<file path="src/bcec_pkg.sv">
`timescale 1ns / 1ps

package bcec_pkg;

    // Key codes on the result channel
    localparam logic [2:0] KC_NONE  = 3'd0;
    localparam logic [2:0] KC_ENTER = 3'd1;
    localparam logic [2:0] KC_EXIT  = 3'd2;
    localparam logic [2:0] KC_UP    = 3'd3;
    localparam logic [2:0] KC_DOWN  = 3'd4;
    localparam logic [2:0] KC_RESET = 3'd5;

    // Press phase codes
    localparam logic [1:0] PHASE_IDLE     = 2'd0;
    localparam logic [1:0] PHASE_PRESSED  = 2'd1;
    localparam logic [1:0] PHASE_RELEASED = 2'd2;
    localparam logic [1:0] PHASE_DONE     = 2'd3;

    // Configuration register indexes
    localparam logic [1:0] REG_CLICK_WINDOW = 2'd0;
    localparam logic [1:0] REG_RESET_HOLD   = 2'd1;
    localparam logic [1:0] REG_REPEAT_DELAY = 2'd2;
    localparam logic [1:0] REG_REPEAT_STEP  = 2'd3;

    // Register reset values
    localparam logic [7:0]  CLICK_WINDOW_RST = 8'd15;
    localparam logic [7:0]  RESET_HOLD_RST   = 8'd200;
    localparam logic [15:0] REPEAT_DELAY_RST = 16'd50;
    localparam logic [15:0] REPEAT_STEP_RST  = 16'd10;

endpackage

</file>
<file path="src/button_click_event_classifier.sv">
`timescale 1ns / 1ps

// Button click classifier: one item is one scan tick carrying the raw
// active-low button level and the two encoder-turn pulses; each item yields
// exactly one result item with a key code (none, enter, exit, up, down,
// reset). Double click (exit) is told apart from single click and long
// press (both enter) by click_window, a continuous hold beyond reset_hold
// gives reset, and an unchanged nonzero code is re-emitted repeat_delay + 1
// ticks after it first appeared and then every repeat_step + 1 ticks (every
// repeat_delay + 1 ticks when repeat_step is not below repeat_delay). The
// block takes one item per clock while its result is drained: all state is
// updated in the cycle an item is accepted and the key code lands in an
// output register, which may be drained in the same cycle a new item is
// taken. The result is valid in the cycle after acceptance.
// Configuration registers are written through cfg_wr_en/cfg_index/cfg_data
// and should only be changed while no item is in flight.
module button_click_event_classifier (
    input  logic        aclk,
    input  logic        aresetn,
    // configuration write port
    input  logic        cfg_wr_en,
    input  logic [1:0]  cfg_index,
    input  logic [15:0] cfg_data,
    // input items
    input  logic        s_valid,
    output logic        s_ready,
    input  logic        s_button_level,
    input  logic        s_left_turn,
    input  logic        s_right_turn,
    // result items
    output logic        m_valid,
    input  logic        m_ready,
    output logic [2:0]  m_key_code
);

    // configuration
    logic [7:0]  click_window_reg;
    logic [7:0]  reset_hold_reg;
    logic [15:0] repeat_delay_reg;
    logic [15:0] repeat_step_reg;

    // classifier state
    logic [1:0]  phase_reg,        phase_next;
    logic [7:0]  press_ticks_reg,  press_ticks_next;
    logic [7:0]  hold_ticks_reg,   hold_ticks_next;
    logic        left_pend_reg,    left_pend_next;
    logic        right_pend_reg,   right_pend_next;
    logic [2:0]  last_code_reg,    last_code_next;
    logic [15:0] repeat_ticks_reg, repeat_ticks_next;

    // output register
    logic        out_valid_reg;
    logic [2:0]  out_code_reg;
    logic [2:0]  result_next;

    logic        accept;
    logic        pressed;
    logic [7:0]  hold_inc;
    logic [7:0]  press_bump;
    logic [15:0] repeat_inc;
    logic [15:0] repeat_reload;
    logic [2:0]  code;
    logic        done;

    assign s_ready    = !out_valid_reg || m_ready;
    assign accept     = s_valid && s_ready;
    assign m_valid    = out_valid_reg;
    assign m_key_code = out_code_reg;

    assign pressed       = !s_button_level;
    assign hold_inc      = hold_ticks_reg + 8'd1;
    assign press_bump    = (press_ticks_reg == 8'hFF) ? 8'hFF : press_ticks_reg + 8'd1;
    assign repeat_inc    = (repeat_ticks_reg == 16'hFFFF) ? 16'hFFFF
                                                          : repeat_ticks_reg + 16'd1;
    assign repeat_reload = (repeat_delay_reg > repeat_step_reg)
                         ? repeat_delay_reg - repeat_step_reg : 16'd0;

    // Classification of one tick: hold check, press phase, then turns
    always_comb begin
        phase_next       = phase_reg;
        press_ticks_next = press_ticks_reg;
        hold_ticks_next  = hold_ticks_reg;
        left_pend_next   = left_pend_reg  || s_left_turn;
        right_pend_next  = right_pend_reg || s_right_turn;
        code             = bcec_pkg::KC_NONE;
        done             = 1'b0;

        // continuous hold
        if (pressed) begin
            if (hold_inc > reset_hold_reg) begin
                hold_ticks_next = 8'd0;
                code            = bcec_pkg::KC_RESET;
                done            = 1'b1;
            end else begin
                hold_ticks_next = hold_inc;
            end
        end else begin
            hold_ticks_next = 8'd0;
        end

        // press phase machine
        if (!done) begin
            unique case (phase_reg)
                bcec_pkg::PHASE_IDLE: begin
                    if (pressed) begin
                        phase_next = bcec_pkg::PHASE_PRESSED;
                    end
                end
                bcec_pkg::PHASE_PRESSED: begin
                    press_ticks_next = press_bump;
                    if (press_bump > click_window_reg) begin
                        // timeout wins over a release on the same tick
                        phase_next = bcec_pkg::PHASE_DONE;
                        code       = bcec_pkg::KC_ENTER;
                        done       = 1'b1;
                    end else if (!pressed) begin
                        phase_next = bcec_pkg::PHASE_RELEASED;
                    end
                end
                bcec_pkg::PHASE_RELEASED: begin
                    press_ticks_next = press_bump;
                    if (press_bump < click_window_reg) begin
                        if (pressed) begin
                            phase_next = bcec_pkg::PHASE_DONE;
                            code       = bcec_pkg::KC_EXIT;
                            done       = 1'b1;
                        end
                    end else begin
                        phase_next = bcec_pkg::PHASE_DONE;
                        code       = bcec_pkg::KC_ENTER;
                        done       = 1'b1;
                    end
                end
                default: begin
                    if (!pressed) begin
                        phase_next       = bcec_pkg::PHASE_IDLE;
                        press_ticks_next = 8'd0;
                    end
                end
            endcase
        end

        // encoder turns, left first
        if (!done) begin
            if (left_pend_next) begin
                left_pend_next = 1'b0;
                code           = bcec_pkg::KC_UP;
            end else if (right_pend_next) begin
                right_pend_next = 1'b0;
                code            = bcec_pkg::KC_DOWN;
            end
        end
    end

    // Auto-repeat stage
    always_comb begin
        last_code_next    = last_code_reg;
        repeat_ticks_next = repeat_ticks_reg;
        result_next       = bcec_pkg::KC_NONE;
        if (code != last_code_reg) begin
            last_code_next    = code;
            repeat_ticks_next = 16'd0;
            result_next       = code;
        end else if (code != bcec_pkg::KC_NONE) begin
            if (repeat_inc > repeat_delay_reg) begin
                repeat_ticks_next = repeat_reload;
                result_next       = code;
            end else begin
                repeat_ticks_next = repeat_inc;
            end
        end
    end

    // Configuration registers
    always_ff @(posedge aclk) begin
        if (!aresetn) begin
            click_window_reg <= bcec_pkg::CLICK_WINDOW_RST;
            reset_hold_reg   <= bcec_pkg::RESET_HOLD_RST;
            repeat_delay_reg <= bcec_pkg::REPEAT_DELAY_RST;
            repeat_step_reg  <= bcec_pkg::REPEAT_STEP_RST;
        end else if (cfg_wr_en) begin
            unique case (cfg_index)
                bcec_pkg::REG_CLICK_WINDOW: click_window_reg <= cfg_data[7:0];
                bcec_pkg::REG_RESET_HOLD:   reset_hold_reg   <= cfg_data[7:0];
                bcec_pkg::REG_REPEAT_DELAY: repeat_delay_reg <= cfg_data;
                bcec_pkg::REG_REPEAT_STEP:  repeat_step_reg  <= cfg_data;
                default: ;
            endcase
        end
    end

    // State update on each accepted item
    always_ff @(posedge aclk) begin
        if (!aresetn) begin
            phase_reg        <= bcec_pkg::PHASE_IDLE;
            press_ticks_reg  <= 8'd0;
            hold_ticks_reg   <= 8'd0;
            left_pend_reg    <= 1'b0;
            right_pend_reg   <= 1'b0;
            last_code_reg    <= bcec_pkg::KC_NONE;
            repeat_ticks_reg <= 16'd0;
        end else if (accept) begin
            phase_reg        <= phase_next;
            press_ticks_reg  <= press_ticks_next;
            hold_ticks_reg   <= hold_ticks_next;
            left_pend_reg    <= left_pend_next;
            right_pend_reg   <= right_pend_next;
            last_code_reg    <= last_code_next;
            repeat_ticks_reg <= repeat_ticks_next;
        end
    end

    // Output register
    always_ff @(posedge aclk) begin
        if (!aresetn) begin
            out_valid_reg <= 1'b0;
        end else if (accept) begin
            out_valid_reg <= 1'b1;
        end else if (m_ready) begin
            out_valid_reg <= 1'b0;
        end
    end

    always_ff @(posedge aclk) begin
        if (accept) begin
            out_code_reg <= result_next;
        end
    end

    // Checks
    a_result_follows_accept: assert property (@(posedge aclk) disable iff (!aresetn)
        accept |=> m_valid)
        else $error("no result after an accepted item");

    a_code_in_range: assert property (@(posedge aclk) disable iff (!aresetn)
        m_valid |-> (m_key_code <= bcec_pkg::KC_RESET))
        else $error("key code out of range");

    a_idle_no_ticks: assert property (@(posedge aclk) disable iff (!aresetn)
        (phase_reg == bcec_pkg::PHASE_IDLE) |-> (press_ticks_reg == 8'd0))
        else $error("press ticks left over in idle phase");

    a_idle_exit: assert property (@(posedge aclk) disable iff (!aresetn)
        ($past(phase_reg) == bcec_pkg::PHASE_IDLE) |->
            (phase_reg == bcec_pkg::PHASE_IDLE || phase_reg == bcec_pkg::PHASE_PRESSED))
        else $error("illegal phase step out of idle");

    a_repeat_changes_last: assert property (@(posedge aclk) disable iff (!aresetn)
        (accept && code != last_code_reg) |=> (repeat_ticks_reg == 16'd0))
        else $error("repeat counter not cleared on a new code");

endmodule

</file>
<file path="config.mk">
export PLATFORM = sky130hd
export DESIGN_NAME = button_click_event_classifier
export DESIGN_NICKNAME = d
export VERILOG_FILES = /design/src/bcec_pkg.sv /design/src/button_click_event_classifier.sv
export SDC_FILE = /design/constraint.sdc
export NUM_CORES = 1
export LEC_CHECK = 0
export BUFFER_PORTS_ARGS = -buffer_cell sky130_fd_sc_hd__buf_2
export CORE_MARGIN = 2
export CORE_UTILIZATION = 36
export DETAILED_ROUTE_END_ITERATION = 12
export SYNTH_ARGS = -nofsm -noshare
export SYNTH_HDL_FRONTEND = slang
export SYNTH_SLANG_ARGS = --single-unit
</file>
<file path="constraint.sdc">
create_clock -name aclk -period 3.2 [get_ports aclk]
set_input_delay 0.64 -clock aclk [delete_from_list [all_inputs] [get_ports aclk]]
set_output_delay 0.64 -clock aclk [all_outputs]
set_load 0.01 [all_outputs]
</file>
Yosys cells after proc, flatten, opt, wreduce, memory -nomap -nowiden
Cells that the tools add are included.
- output and inout port bits: 5
- bits in registers: 91
- add/subtract/negate cells: 4
- eq/ne operators: 11
- order comparisons: 5
- bitwise operators: 2
- reductions and logical operators: 21
- mux-type cells: 42
- operators by type and width (cell ; count):
    2-to-1 mux 16 bit ; 5
    2-to-1 mux 3 bit ; 12
    greater-than comparator 16 bit ; 2
    2-to-1 mux 8 bit ; 4
    adder 16 x 1 -> 16 bit (second input constant) ; 1
    adder 8 x 1 -> 8 bit (second input constant) ; 2
    == test 16 bit (second input constant) ; 1
    greater-than comparator 8 bit ; 2
    one-hot mux 8 bit (2 select lines) ; 1
    subtractor 16 bit ; 1
    2-to-1 mux 2 bit ; 6
    AND reduction 2 bit ; 6
    2-to-1 mux 1 bit ; 11
    == test 8 bit (second input constant) ; 1
    less-than comparator 8 bit ; 1
    == test 2 bit (second input constant) ; 3
    != test 3 bit (second input constant) ; 2
    one-hot mux 2 bit (3 select lines) ; 1
    one-hot mux 3 bit (2 select lines) ; 1
    AND reduction 6 bit ; 1
    nonzero test 2 bit ; 3
    == test 2 x 1 -> 1 bit (second input constant) ; 2
    logical NOT 2 bit ; 2
    AND reduction 4 bit ; 1
    10 further kinds ; 13

Logic depth before layout (Yosys ltp)
- word-level depth: 14
- mapped depth: 18
- gate-level depth less buffers: 17

Worst setup path before layout
No wires, ideal clock.
- path kind: register -> register
- start: register repeat_ticks_reg[2]
- end: register out_code_reg[2] (netlist: m_key_code[2]), data pin
- arrival: 3059 ps
- required time: 2940 ps
- cell stages (with the launch flop): 16
- buffers on the path: 1
- setup slack: -119 ps
- cells stage by stage: dfxtp_1 -> and3_1 -> and3_1 -> and2_1 -> nand2_1 -> nor2_1 -> nand3_1 -> mux2_2 -> ha_1 -> nand4_1 -> or4_1 -> o21ai_0 -> a31oi_1 -> nor3_4 -> buf_4 -> nor2_1
- longest elaborated chain between the ends: 6
- RTL lines (what ; RTL line ; source):
    from (decl) ; button_click_event_classifier.sv:49 ; logic [15:0] repeat_ticks_reg, repeat_ticks_next;
    from (signal assigned) ; button_click_event_classifier.sv:209 ; repeat_ticks_reg <= repeat_ticks_next;
    adder 16 x 1 -> 16 bit / == test 16 bit (equally long branches) ; button_click_event_classifier.sv:74, button_click_event_classifier.sv:73 ;
    2-to-1 mux 16 bit * ; button_click_event_classifier.sv:73 ; assign repeat_inc = (repeat_ticks_reg == 16'hFFFF) ? 16'hFFFF
    greater-than comparator 16 bit * ; button_click_event_classifier.sv:165 ; if (repeat_inc > repeat_delay_reg) begin
    2-to-1 mux 3 bit * ; button_click_event_classifier.sv:165 ;
    2-to-1 mux 3 bit * ; button_click_event_classifier.sv:164 ; end else if (code != bcec_pkg::KC_NONE) begin
    2-to-1 mux 3 bit * ; button_click_event_classifier.sv:160 ; if (code != last_code_reg) begin
    via result_next[2] ; button_click_event_classifier.sv:54 ; logic [2:0] result_next;
    to (signal assigned) ; button_click_event_classifier.sv:226 ; out_code_reg <= result_next;
    to (decl) ; button_click_event_classifier.sv:53 ; logic [2:0] out_code_reg;
Mark *: on every way through the listed nets, which the timed path passes. The rest lies on a longest branch.
A chain may end at the register's enable or synchronous reset.

Worst setup path in the final report
- start: register press_ticks_reg[2]
- end: register out_code_reg[2] (netlist: m_key_code[2]), data pin
- longest elaborated chain between the ends: 12
- RTL lines (what ; RTL line ; source):
    from (decl) ; button_click_event_classifier.sv:44 ; logic [7:0] press_ticks_reg, press_ticks_next;
    from (signal assigned) ; button_click_event_classifier.sv:204 ; press_ticks_reg <= press_ticks_next;
    adder 8 x 1 -> 8 bit / == test 8 bit (equally long branches) ; button_click_event_classifier.sv:72 ; assign press_bump = (press_ticks_reg == 8'hFF) ? 8'hFF : press_ticks_reg + 8'd1;
    2-to-1 mux 8 bit * ; button_click_event_classifier.sv:72 ;
    less-than comparator 8 bit / greater-than comparator 8 bit (equally long branches) ; button_click_event_classifier.sv:122, button_click_event_classifier.sv:111 ;
    2-to-1 mux 3 bit, on equally long branches ; button_click_event_classifier.sv:122, button_click_event_classifier.sv:111 ;
    one-hot mux 3 bit (2 select lines) ; button_click_event_classifier.sv:103 ; unique case (phase_reg)
    2-to-1 mux 3 bit ; button_click_event_classifier.sv:102 ; if (!done) begin
    2-to-1 mux 3 bit ; button_click_event_classifier.sv:148 ; end else if (right_pend_next) begin
    2-to-1 mux 3 bit ; button_click_event_classifier.sv:145 ; if (left_pend_next) begin
    2-to-1 mux 3 bit * ; button_click_event_classifier.sv:144 ; if (!done) begin
    nonzero test 3 bit / 2-to-1 mux 3 bit (equally long branches) ; button_click_event_classifier.sv:164, button_click_event_classifier.sv:165 ;
    2-to-1 mux 3 bit ; button_click_event_classifier.sv:164 ;
    2-to-1 mux 3 bit * ; button_click_event_classifier.sv:160 ;
    via result_next[2] ; button_click_event_classifier.sv:54 ;
Marked as above.

==> summary.md <==
| Metric | Value |
|---|---|
| Status | finished, violations left |
| Violated checks | setup timing |
| Sequential power share | 37.5% |
| H-tree Lvls | 3 |
| Leakage | 0.00345 µW |
| Most common cell after layout, fill and taps aside | nand2_1 |
| Setup_tns | -4.99 ns |
| Switching Fraction | 31.3% |
| Die H | 135 µm |
| Global Route Usage Sum | 18.7% |
| Yosys warns | 0 |
| Via density | 5.13 |
| Post-synth EDFFs | 3 |
| Dpl cell area | 7170 µm² |
| Sequential share of the synthesized area | 30.0% |
| Die span in x | 135 µm |
| Syn Std Cell Area | 6170 µm² |
| Worst min path class | register to register |
| Die ar. | 18200 µm² |
| Critical Path Max Stage Delay | 0.34 ns |
| Worst Path Required | 3.31 ns |
| RSZ-0062 raised after global routing | yes |
| Clock sinks | 91 |
| Initial antenna violation count | 0 |
| Root Buffer | clkbuf_16 |
| Fin Clk Skew | 0.00785 ns |
| Fraction of registers with async set/reset | 0% |
| Hold Startpoint | repeat_step_reg[8]$_SDFFE_PN0P_ |
| Area grow syn2layout | 34.0% |
| Critical path's slowest cell | dfxtp_2 |
| Hold Slack | 0.465 ns |
| Routed via count | 5664 |
| Core Rows | 47 |
| Crit path arrival time | 3.60 ns |
| Final Wtd Congestion | 0.859 |
| Share of layout cells above drive strength 1 | 30.9% |
| P_sw | 1030 µW |
| PortBufs | 30 |
| Pre-CTS setup slack | -0.250 ns |
| Clock Latency Late Sink | 0.36 ns |
| Ant diodes | 0 |
| Clock share of power | 35.9% |
| Distinct cells, synth | 73 |
| Max_slew headroom | 48.1% |
| GRT overflow | 0 |
| Routed wire length | 17000 µm |
| Hold Violations, Final | 0 |
| Io pins | 31 |
| Max-Cap Viols | 0 |
| Core ar. | 16700 µm² |
| Fmax | 286 MHz |
| Worst R2R Start | press_ticks_reg[2]$_SDFFE_PN0P_ |
| Logic pwr share | 26.6% |
| Post-Syn Instances | 747 |
| Most frequent cells in the layout | nand2_1 (110), buf_4 (95), dfxtp_1 (83), inv_1 (54), ha_1 (52) |
| Final WS setup | -0.299 ns |
| Cts bufs inserted | 9 |
| # hold bufs at CTS | 0 |
| Clock transition at the registers of the reported paths | 0.07 ns |
| Max rail drop VDD | 0.254 mV |
| CP endpoint kind | register |
| Starting Density | 37.0% |
| Setup Crit Path Kind | register to register |
| DP Wirelength | 11700 µm |
| Internal Pwr Total | 2260 µW |
| Synth Register Bits | 91 |
| Global-route wire length before repair | 27400 µm |
| Crit-path cells | and3_4 -> and2_4 -> nand4_1 -> buf_6 -> nand2_1 -> ha_1 -> a211o_1 -> a21oi_4 -> nor3_4 -> buf_6 -> a31oi_4 -> a32oi_4 -> xnor2_4 -> nor3_4 -> buf_4 -> nor2_1 |
| DRC | 0 |
| Antenna-violating nets left | 0 |
| Nets | 961 |
| Maximum fanout along the worst path | 5 |
| Syn Nets | 829 |
| Clk buf depth | 2 |
| Largest net degree at the start of global routing | 34 |
| Vias in the first global route | 5315 |
| Synth Flop Type | dfxtp_1 |
| Slew Viols, Final | 0 |
| Final Non-Filler Cells | 1104 |
| Crit path from | press_ticks_reg[2]$_SDFFE_PN0P_ |
| Wire per inst | 15.4 µm |
| Placed cell count | 1056 |
| Pre-antenna DRT Iters | 8 |
| Slew @ Worst Pin | 0.778 ns |
| CP startpoint kind | register |
| Fin crit share | 109% |
| Design Area, Final | 8280 µm² |
| Power Density | 397 nW/µm² |
| Mapped Avg Cell Area | 8.27 µm² |
| Setup violators final | 21 |
| 1st-iter DRT viols | 430 |
| Min Tclk post-route | 3.50 ns |
| CTS tree | done |
==> logic make-up after synthesis <==
kind of cell	after synthesis	share of synthesized area (%)
AND/OR/NAND/NOR	263	21.2
AO/OA/AOI/OAI	209	25.0
flip-flops	91	30.0
buffers and inverters	83	5.45
adder cells (fa/ha/maj)	56	11.5
XOR/XNOR	34	5.07
multiplexers	11	1.80
==> layout make-up <==
class,instances,area (µm²)
clock buffer,10,250
sequential,91,1860
tap,220,275
clock inverter,6,76.3
inverter,55,206
fill,1622,8430
timing repair buffer,149,1160
multi-input combinational,573,4440
==> cell usage after synthesis (3+ instances only) <==
| cell type | instances | area share, % |
|---|---|---|
| mux2i_1 | 10 | 1.6 |
| nor2_1 | 36 | 2.2 |
| a22oi_1 | 20 | 2.4 |
| ha_1 | 55 | 11 |
| nor2b_1 | 37 | 3.7 |
| a31oi_1 | 8 | 0.81 |
| or2_2 | 3 | 0.30 |
| o21a_1 | 10 | 1.2 |
| nand3_1 | 21 | 1.7 |
| a21oi_2 | 11 | 1.6 |
| xor2_1 | 18 | 2.6 |
| and3_1 | 7 | 0.71 |
| clkbuf_1 | 21 | 1.3 |
| and2_1 | 5 | 0.51 |
| inv_1 | 55 | 3.3 |
| nor4_1 | 3 | 0.30 |
| a21oi_1 | 38 | 3.1 |
| o31ai_1 | 16 | 1.9 |
| nand4_1 | 10 | 1.0 |
| o21ai_0 | 17 | 1.4 |
| nor3b_1 | 6 | 0.73 |
| edfxtp_1 | 3 | 1.5 |
| o211a_1 | 3 | 0.49 |
| a21o_1 | 15 | 1.8 |
| nor3_1 | 5 | 0.41 |
| dfxtp_1 | 88 | 29 |
| a21boi_0 | 31 | 3.8 |
| nand2_1 | 110 | 6.7 |
| and4_1 | 3 | 0.43 |
| nand2b_1 | 5 | 0.51 |
| o211ai_1 | 10 | 1.2 |
| xnor2_1 | 14 | 2.0 |
| a211oi_1 | 5 | 0.61 |
==> path summary, 6_finish.rpt <==
check / endpoint / slack, ns / cells past startpoint
setup / recovery: m_key_code[2]$_DFFE_PP_ / -0.30 / 16
hold / removal: repeat_step_reg[8]$_SDFFE_PN0P_ / 0.46 / 2
setup reg to reg: m_key_code[2]$_DFFE_PP_ / -0.30 / 16
hold reg to reg: repeat_step_reg[8]$_SDFFE_PN0P_ / 0.46 / 2
==> worst max-delay path, delay by kind of cell, from the launching register on <==
kind | cells | cell delay (ns)
adders and majority gates | 1 | 0.25
and+or+nand+nor | 7 | 0.99
AOI/OAI and AO/OA | 4 | 0.95
buffers and inverters | 3 | 0.49
DFF | 1 | 0.34
xor gates and xnor gates | 1 | 0.22
==> metal layers <==
layer	vias up	GRT usage, %	share of wire (%)
met4	0	6.08	1.6
met3	20	2.52	3.0
met5	-	0	0
li1	2900	-	-
met2	112	27.4	42
met1	2632	28.2	53
==> repair_timing <==
item,4_1_cts,5_1_grt
endpoints found under the hold margin,0,0
cloned,0,1
pin swaps,16,22
setup endpoints to repair,21,23
setup buffers,23,12
resized for setup,66,39
==> power by group through the flow <==
stage | logic (µW) | registers [µW] | clock network (µW)
floorplan | 477 | 1250 | 0
global placement | 719 | 1250 | 0
detailed placement | 719 | 1250 | 0
CTS | 811 | 1230 | 1200
global route | 952 | 1240 | 1230
finish | 875 | 1230 | 1180
==> per-stage QoR <==
step,utilization [%],total power [µW]
2_1_floorplan,-,1730
3_3_place_gp,43.0,1970
3_5_place_dp,43.0,1970
4_1_cts,48.0,3250
5_1_grt,49.6,3420
6_report,49.6,3290
Power figures use the tool's default switching activity.
